===== src/rtl/tmps_pkg.sv =====
// Shared types and constants for the triangle maximum path sum unit.
// No dependencies.
`timescale 1ns / 1ps

package tmps_pkg;

   localparam int MAX_ROWS    = 128;
   localparam int ROW_W       = $clog2(MAX_ROWS);
   localparam int CNT_W       = $clog2(MAX_ROWS + 1);
   localparam int CSR_W       = 8;
   localparam int WIDE_W      = (CNT_W > CSR_W) ? CNT_W : CSR_W;
   localparam int VALUE_W     = 16;
   localparam int SUM_W       = 23;
   localparam int QUEUE_DEPTH = 4;
   localparam int QPTR_W      = $clog2(QUEUE_DEPTH);
   localparam int QCNT_W      = $clog2(QUEUE_DEPTH + 1);

   localparam logic [CSR_W-1:0] ROW_COUNT_RESET = CSR_W'(15);
   localparam logic [SUM_W-1:0] SUM_MAX         = '1;

   typedef struct packed {
      logic [VALUE_W-1:0] value;
      logic [ROW_W-1:0]   col;
      logic               top;
      logic               first_col;
      logic               last_col;
      logic               last_row;
   } entry_type;

endpackage


===== src/rtl/tmps_front.sv =====
// Front end: holds row_count, tracks row/column position and tags each word.
// Depends on tmps_pkg.
`timescale 1ns / 1ps

module tmps_front import tmps_pkg::*; (
   input  logic               clock,
   input  logic               reset,
   input  logic               csr_write_enable,
   input  logic [CSR_W-1:0]   csr_write_data,
   input  logic               req_valid,
   input  logic [VALUE_W-1:0] req_value,
   output logic               req_stall,
   input  logic               queue_full,
   output logic               push,
   output entry_type          push_entry
);

   logic [CSR_W-1:0]  row_count_ff;
   logic [ROW_W-1:0]  row_ff, row_in;
   logic [ROW_W-1:0]  col_ff, col_in;
   logic [WIDE_W-1:0] csr_ext;
   logic [WIDE_W-1:0] rows_eff;
   logic              last_row;
   logic              last_col;

   assign req_stall = queue_full;
   assign push      = req_valid && !queue_full;

   always_comb begin
      csr_ext = WIDE_W'(row_count_ff);
      if (row_count_ff == '0) begin
         rows_eff = WIDE_W'(1);
      end else if (csr_ext > WIDE_W'(MAX_ROWS)) begin
         rows_eff = WIDE_W'(MAX_ROWS);
      end else begin
         rows_eff = csr_ext;
      end
   end

   assign last_row = (WIDE_W'(row_ff) + WIDE_W'(1)) >= rows_eff;
   assign last_col = (col_ff == row_ff);

   always_comb begin
      push_entry.value     = req_value;
      push_entry.col       = col_ff;
      push_entry.top       = (row_ff == '0);
      push_entry.first_col = (col_ff == '0);
      push_entry.last_col  = last_col;
      push_entry.last_row  = last_row;
   end

   always_comb begin
      row_in = row_ff;
      col_in = col_ff;
      if (push) begin
         if (last_col) begin
            col_in = '0;
            row_in = last_row ? '0 : row_ff + ROW_W'(1);
         end else begin
            col_in = col_ff + ROW_W'(1);
         end
      end
   end

   always_ff @(posedge clock) begin
      if (reset) begin
         row_count_ff <= ROW_COUNT_RESET;
         row_ff       <= '0;
         col_ff       <= '0;
      end else begin
         if (csr_write_enable) begin
            row_count_ff <= csr_write_data;
         end
         row_ff <= row_in;
         col_ff <= col_in;
      end
   end

endmodule


===== src/rtl/tmps_queue.sv =====
// Short FIFO of tagged words between front and back.
// Depends on tmps_pkg.
`timescale 1ns / 1ps

module tmps_queue import tmps_pkg::*; (
   input  logic      clock,
   input  logic      reset,
   input  logic      push,
   input  entry_type push_entry,
   output logic      full,
   input  logic      pop,
   output logic      empty,
   output entry_type head
);

   entry_type         slot_ff [QUEUE_DEPTH];
   logic [QPTR_W-1:0] wr_ptr_ff, rd_ptr_ff;
   logic [QCNT_W-1:0] count_ff;

   assign full  = (count_ff == QCNT_W'(QUEUE_DEPTH));
   assign empty = (count_ff == '0);
   assign head  = slot_ff[rd_ptr_ff];

   function automatic logic [QPTR_W-1:0] next_ptr(input logic [QPTR_W-1:0] p);
      next_ptr = (p == QPTR_W'(QUEUE_DEPTH - 1)) ? '0 : p + QPTR_W'(1);
   endfunction

   always_ff @(posedge clock) begin
      if (push) begin
         slot_ff[wr_ptr_ff] <= push_entry;
      end
   end

   always_ff @(posedge clock) begin
      if (reset) begin
         wr_ptr_ff <= '0;
         rd_ptr_ff <= '0;
         count_ff  <= '0;
      end else begin
         if (push) begin
            wr_ptr_ff <= next_ptr(wr_ptr_ff);
         end
         if (pop) begin
            rd_ptr_ff <= next_ptr(rd_ptr_ff);
         end
         if (push && !pop) begin
            count_ff <= count_ff + QCNT_W'(1);
         end else if (pop && !push) begin
            count_ff <= count_ff - QCNT_W'(1);
         end
      end
   end

   a_count_bound: assert property (@(posedge clock) disable iff (reset)
      count_ff <= QCNT_W'(QUEUE_DEPTH))
      else $error("queue count past depth");

   a_no_overflow: assert property (@(posedge clock) disable iff (reset)
      push |-> !full)
      else $error("push into full queue");

   a_no_underflow: assert property (@(posedge clock) disable iff (reset)
      pop |-> !empty)
      else $error("pop from empty queue");

endmodule


===== src/rtl/tmps_back.sv =====
// Back end: best_row memory, one read-modify-write per word with bypass,
// running maximum and result register. Depends on tmps_pkg.
`timescale 1ns / 1ps

module tmps_back import tmps_pkg::*; (
   input  logic             clock,
   input  logic             reset,
   input  logic             empty,
   input  entry_type        head,
   output logic             pop,
   output logic             rsp_valid,
   input  logic             rsp_stall,
   output logic [SUM_W-1:0] rsp_max_total
);

   logic [SUM_W-1:0] best_row_mem [MAX_ROWS];

   logic             s1_valid_ff;
   entry_type        s1_entry_ff;
   logic [SUM_W-1:0] rd_data_ff;
   logic             fwd_ff;
   logic [SUM_W-1:0] fwd_data_ff;
   logic [SUM_W-1:0] left_ff;
   logic [SUM_W-1:0] max_ff, max_in;
   logic             rsp_valid_ff;
   logic [SUM_W-1:0] rsp_data_ff;

   logic [SUM_W-1:0] mem_val;
   logic [SUM_W-1:0] above;
   logic [SUM_W-1:0] best;
   logic [SUM_W:0]   sum_wide;
   logic [SUM_W-1:0] sum;
   logic             emit;
   logic             out_free;
   logic             s1_leave;

   assign mem_val = fwd_ff ? fwd_data_ff : rd_data_ff;
   assign above   = s1_entry_ff.last_col ? '0 : mem_val;

   always_comb begin
      if (s1_entry_ff.top) begin
         best = '0;
      end else if (s1_entry_ff.first_col) begin
         best = above;
      end else if (s1_entry_ff.last_col) begin
         best = left_ff;
      end else begin
         best = (left_ff > above) ? left_ff : above;
      end
   end

   assign sum_wide = (SUM_W + 1)'(s1_entry_ff.value) + (SUM_W + 1)'(best);
   assign sum      = sum_wide[SUM_W] ? SUM_MAX : sum_wide[SUM_W-1:0];

   always_comb begin
      max_in = max_ff;
      if (s1_entry_ff.last_row && (s1_entry_ff.first_col || sum > max_ff)) begin
         max_in = sum;
      end
   end

   assign emit     = s1_entry_ff.last_row && s1_entry_ff.last_col;
   assign out_free = !rsp_valid_ff || !rsp_stall;
   assign s1_leave = s1_valid_ff && (!emit || out_free);
   assign pop      = !empty && (!s1_valid_ff || s1_leave);

   always_ff @(posedge clock) begin
      if (pop) begin
         rd_data_ff  <= best_row_mem[head.col];
         s1_entry_ff <= head;
         fwd_data_ff <= sum;
      end
      if (s1_leave) begin
         best_row_mem[s1_entry_ff.col] <= sum;
         left_ff                       <= above;
      end
      if (s1_leave && emit) begin
         rsp_data_ff <= max_in;
      end
   end

   always_ff @(posedge clock) begin
      if (reset) begin
         s1_valid_ff  <= 1'b0;
         fwd_ff       <= 1'b0;
         max_ff       <= '0;
         rsp_valid_ff <= 1'b0;
      end else begin
         if (pop) begin
            s1_valid_ff <= 1'b1;
            fwd_ff      <= s1_leave && (s1_entry_ff.col == head.col);
         end else if (s1_leave) begin
            s1_valid_ff <= 1'b0;
            fwd_ff      <= 1'b0;
         end
         if (s1_leave) begin
            max_ff <= emit ? '0 : max_in;
         end
         if (s1_leave && emit) begin
            rsp_valid_ff <= 1'b1;
         end else if (rsp_valid_ff && !rsp_stall) begin
            rsp_valid_ff <= 1'b0;
         end
      end
   end

   assign rsp_valid     = rsp_valid_ff;
   assign rsp_max_total = rsp_data_ff;

   a_fwd_has_word: assert property (@(posedge clock) disable iff (reset)
      fwd_ff |-> s1_valid_ff)
      else $error("bypass flag without a word in execute");

   a_hold_only_on_full: assert property (@(posedge clock) disable iff (reset)
      (s1_valid_ff && !s1_leave) |-> (rsp_valid_ff && rsp_stall))
      else $error("execute stage held without a stalled result");

   a_result_from_leave: assert property (@(posedge clock) disable iff (reset)
      $rose(rsp_valid_ff) |-> $past(s1_leave && emit))
      else $error("result raised without a final word");

endmodule


===== src/rtl/triangle_max_path_sum_unit.sv =====
// Top level of the triangle maximum path sum unit: front, queue and back.
// Depends on tmps_pkg, tmps_front, tmps_queue, tmps_back.
//
//   port group  dir  handshake          payload
//   req_        in   req_valid/stall    req_value[15:0]
//   rsp_        out  rsp_valid/stall    rsp_max_total[22:0]
//   csr_        in   csr_write_enable   csr_write_data[7:0] (row_count)
//
// One word per cycle unless a stalled result holds execute, bound by the single
// best_row read-modify-write per word; a same-column write/read pair is bypassed.
// The result register loads when the last word of the triangle leaves execute.
// Synchronous reset clears counters, queue and pipeline; row_count returns to 15.
// best_row is not cleared. A stalled result holds the execute stage only when the
// next result is ready; the 4-word queue keeps req_ accepting meanwhile.
`timescale 1ns / 1ps

module triangle_max_path_sum_unit import tmps_pkg::*; (
   input  logic               clock,
   input  logic               reset,
   input  logic               csr_write_enable,
   input  logic [CSR_W-1:0]   csr_write_data,
   input  logic               req_valid,
   input  logic [VALUE_W-1:0] req_value,
   output logic               req_stall,
   output logic               rsp_valid,
   input  logic               rsp_stall,
   output logic [SUM_W-1:0]   rsp_max_total
);

   logic      push;
   entry_type push_entry;
   logic      queue_full;
   logic      pop;
   logic      empty;
   entry_type head;

   tmps_front u_front (
      .clock            (clock),
      .reset            (reset),
      .csr_write_enable (csr_write_enable),
      .csr_write_data   (csr_write_data),
      .req_valid        (req_valid),
      .req_value        (req_value),
      .req_stall        (req_stall),
      .queue_full       (queue_full),
      .push             (push),
      .push_entry       (push_entry)
   );

   tmps_queue u_queue (
      .clock      (clock),
      .reset      (reset),
      .push       (push),
      .push_entry (push_entry),
      .full       (queue_full),
      .pop        (pop),
      .empty      (empty),
      .head       (head)
   );

   tmps_back u_back (
      .clock         (clock),
      .reset         (reset),
      .empty         (empty),
      .head          (head),
      .pop           (pop),
      .rsp_valid     (rsp_valid),
      .rsp_stall     (rsp_stall),
      .rsp_max_total (rsp_max_total)
   );

endmodule


===== config.mk =====
export PLATFORM = sky130hd
export DESIGN_NAME = triangle_max_path_sum_unit
export DESIGN_NICKNAME = d
export VERILOG_FILES = /design/src/rtl/tmps_pkg.sv /design/src/rtl/tmps_front.sv /design/src/rtl/tmps_queue.sv /design/src/rtl/tmps_back.sv /design/src/rtl/triangle_max_path_sum_unit.sv
export SDC_FILE = /design/constraint.sdc
export NUM_CORES = 2
export LEC_CHECK = 0
export BUFFER_PORTS_ARGS = -buffer_cell sky130_fd_sc_hd__buf_4
export CAP_MARGIN = 20
export CORE_MARGIN = 1
export CORE_UTILIZATION = 59
export CTS_BUF_LIST = sky130_fd_sc_hd__clkbuf_4 sky130_fd_sc_hd__clkbuf_8
export DETAILED_ROUTE_END_ITERATION = 12
export PLACE_DENSITY = 0.88
export SLEW_MARGIN = 20
export SYNTH_ARGS = -nofsm -noshare
export SYNTH_HDL_FRONTEND = slang
export SYNTH_SLANG_ARGS = --single-unit

===== constraint.sdc =====
create_clock -name clock -period 14.4 [get_ports clock]
set_input_delay 2.16 -clock clock [delete_from_list [all_inputs] [get_ports clock]]
set_output_delay 2.16 -clock clock [all_outputs]
set_load 0.01 [all_outputs]

==> out/results.md <==
| Quantity | Reported |
| --- | --- |
| Result of the run | finished, final reports clean |
| Arrival time of the worst setup path | 12130 ps |
| Relative slew slack | 21.0% |
| Overall Global Routing Usage | 32.4% |
| Element type at the critical path end | flop |
| Clock latency on the worst-skew pair | 1250 ps |
| NetSw | 13.2 mW |
| Launching element type of the critical path | flop |
| Average footprint of a synthesized cell | 22.9 um^2 |
| Total congestion overflow | 0 |
| Total number of nets in the final design | 6071 |
| Worst-path clk slew | 60 ps |
| Post-synthesis instance area | 126000 um^2 |
| Wire length of the first global-routing pass | 484000 um |
| Drt total wl | 345000 um |
| Seq/Total Area, Yosys | 76.7% |
| Clock tree root buffer cell | sky130_fd_sc_hd__clkbuf_8 |
| Largest stage delay on the critical path | 830 ps |
| First-pass iteration count of the detailed router | 6 |
| Cell count after synthesis | 5479 |
| Number of antenna violations at the first check in global routing | 21 |
| Final worst setup slack | 3350 ps |
| Most frequent cells in the layout | 3171 x sky130_fd_sc_hd__edfxtp_1, 942 x sky130_fd_sc_hd__mux4_2, 489 x sky130_fd_sc_hd__clkbuf_8 |
| Class of the most critical hold timing path | flop to flop |
| Boundary Pins | 54 |
| Antenna viol nets, final | 0 |
| Resized Gates After CTS | 0 |
| Die Width | 463 um |
| Fmax achieved | 90.5 MHz |
| Placeable core area | 211000 um^2 |
| Critical path's slowest cell | sky130_fd_sc_hd__edfxtp_1 |
| Worst IR Drop VDD | 0.377 mV |
| Number of global-route vias before repair | 66200 |
| EDFF count, synth | 3171 |
| Setup clock skew after layout | 165 ps |
| DIE HEIGHT | 463 um |
| Sequential share of power | 40.9% |
| Share of power burned in combinational logic | 38.6% |
| RSZ-0062 raised after global routing | no |
| Sum of internal, switching and leakage power | 35.8 mW |
| Final setup viols | 0 |
| Via count | 65300 |
| Via density | 7.14 |
| Slew @ Worst Pin | 1180 ps |
| Number of remaining DRC errors | 0 |
| DR iter-0 viols | 10800 |
| Fraction of layout instances using a drive strength above 1 | 33.7% |
| Crit share post-route | 76.7% |
| Internal power | 22.6 mW |
| Area growth from synthesis to final layout | 11.3% |
| Share of power burned in the clock network | 20.5% |
| Number of distinct standard cells referenced by the synthesized netlist | 66 |
| Die area | 215000 um^2 |
| Clock Sink Count | 3228 |
| Pins Over Slew Limit | 0 |
| Share of async-settable or async-resettable flops after synthesis | 0% |
| Max clock buf depth | 4 |
| Post-Syn Nets | 5590 |
| Top fanout value on the critical path | 51 |
| Most frequent standard cell in the layout excluding fill and tap cells | sky130_fd_sc_hd__edfxtp_1 |
| Detail Placement HPWL | 194000 um |
| Leakage component of the power | 44.2 nW |
| Sum of negative setup slack | 0 ps |
| Number of placed instances with taps included | 8286 |
| Maximum number of pins on one net before global-route repair | 129 |
| Hold Slack | 476 ps |
| TritonCTS clock tree | done |
| Non-filler instance count after layout | 9139 |
| Total setup buffers inserted after CTS | 0 |
| Required time of the critical path | 15490 ps |
| # H-tree levels | 5 |
| Flops & latches, synth | 3228 |
| Routed WL per cell | 37.7 um |
| Placement Setup Slack | 3680 ps |
| Shortest clock period the worst path allows after layout | 11050 ps |
| Final Hold Violating Endpoints | 0 |
| Clock buffers created by TritonCTS | 477 |
| Starting utilization of the core area | 59.6% |
| Number of max-cap violations | 0 |
| Switching portion of total power | 37.0% |
| Count of synthesis-stage warnings from yosys | 0 |
| Number of placement rows | 168 |
| Pwr dens | 256 nW/um^2 |
| Port Buffer Count | 53 |
| Most frequently used flop master after synthesis | sky130_fd_sc_hd__edfxtp_1 |
| Kind of critical path | flop to flop |
| Number of hold buffers added after CTS | 0 |
| Gpl congestion | 0.903 |
-- power by group through the flow --
stage	clock (mW)	combinational, mW	sequential, mW
after floorplan	0	7.99	15.0
after global placement	0	12.4	14.8
after detailed placement	0	13.3	14.8
after CTS	7.37	13.4	14.6
after global routing	7.76	14.1	14.6
final	7.35	13.8	14.6
-- through the flow --
stage                     area, um^2  utilization (%)
after floorplan               126000                -
after global placement        131000             62.0
after detailed placement      131000             62.0
after CTS                     140000             66.4
after global routing          140000             66.4
final                         140000             66.4
-- final cells by class --
type / instances / area, um^2
clock inverter: 196 / 1330
multi-input combinational: 1898 / 28200
clock buffer: 647 / 7920
timing repair buffer: 273 / 2160
inverter: 82 / 349
sequential: 3228 / 96400
tap: 2805 / 3510
fill: 11800 / 70800
antenna: 10 / 25.0
-- worst paths after layout --
check	cells after the start	to	startpoint	slack, ps
max	31	u_back.max_ff[21]	u_back.s1_entry_ff[1]	3350
min	1	u_back.max_ff[21]	u_back.max_ff[21]	480
max reg2reg	31	u_back.max_ff[21]	u_back.s1_entry_ff[1]	3350
min reg2reg	1	u_back.max_ff[21]	u_back.max_ff[21]	480
-- worst max-delay path: cells and delay by family (launching register included) --
| family | cells | cell delay (ps) |
|---|---|---|
| AOI/OAI and AO/OA | 11 | 2590 |
| and+or+nand+nor | 14 | 5520 |
| buffers and inverters | 3 | 790 |
| adders and majority gates | 3 | 1220 |
| DFF | 1 | 830 |
-- synth_stat cells, types with 26 or more instances --
cell	number	area, um^2
sky130_fd_sc_hd__mux4_2	947	21300
sky130_fd_sc_hd__inv_1	82	308
sky130_fd_sc_hd__and3_1	26	163
sky130_fd_sc_hd__nand2_1	102	383
sky130_fd_sc_hd__clkbuf_1	148	556
sky130_fd_sc_hd__ha_1	80	1000
sky130_fd_sc_hd__buf_1	31	116
sky130_fd_sc_hd__a21oi_1	57	285
sky130_fd_sc_hd__a22oi_1	39	293
sky130_fd_sc_hd__mux2i_1	121	1210
sky130_fd_sc_hd__nor2_1	225	845
sky130_fd_sc_hd__edfxtp_1	3171	95200
sky130_fd_sc_hd__dfxtp_1	57	1140
sky130_fd_sc_hd__buf_2	85	425
-- cell families after synthesis --
| kind of cell | after synthesis | synth area share, % |
|---|---|---|
| buffers and inverters | 353 | 1.17 |
| adder cells (fa/ha/maj) | 82 | 0.829 |
| AND/OR/NAND/NOR | 472 | 1.71 |
| AO/OA/AOI/OAI | 230 | 1.27 |
| multiplexers | 1075 | 18.0 |
| flip-flops | 3228 | 76.7 |
| XOR/XNOR | 39 | 0.272 |
-- state kept, by name (all words and copies together) (netlist names), 7 cells and up, named ones only --
register              cells
u_back.best_row_mem    2944
u_queue.slot_ff         108
u_back.s1_entry_ff       27
u_back.fwd_data_ff       23
u_back.left_ff           23
u_back.max_ff            23
u_back.rd_data_ff        23
u_back.rsp_max_total     23
u_front.csr_ext           8
u_front.col_ff            7
u_front.row_ff            7
-- metal layers --
layer	routed length (um)	share of wire, %	up-vias	GRT usage, %
li1	-	-	24200	-
met1	107000	31	33200	39.4
met2	166000	48	6373	51.2
met3	45500	13	1475	9.59
met4	25700	7.5	14	20.3
met5	143	0.041	-	0.223
Power figures use the tool's default switching activity.
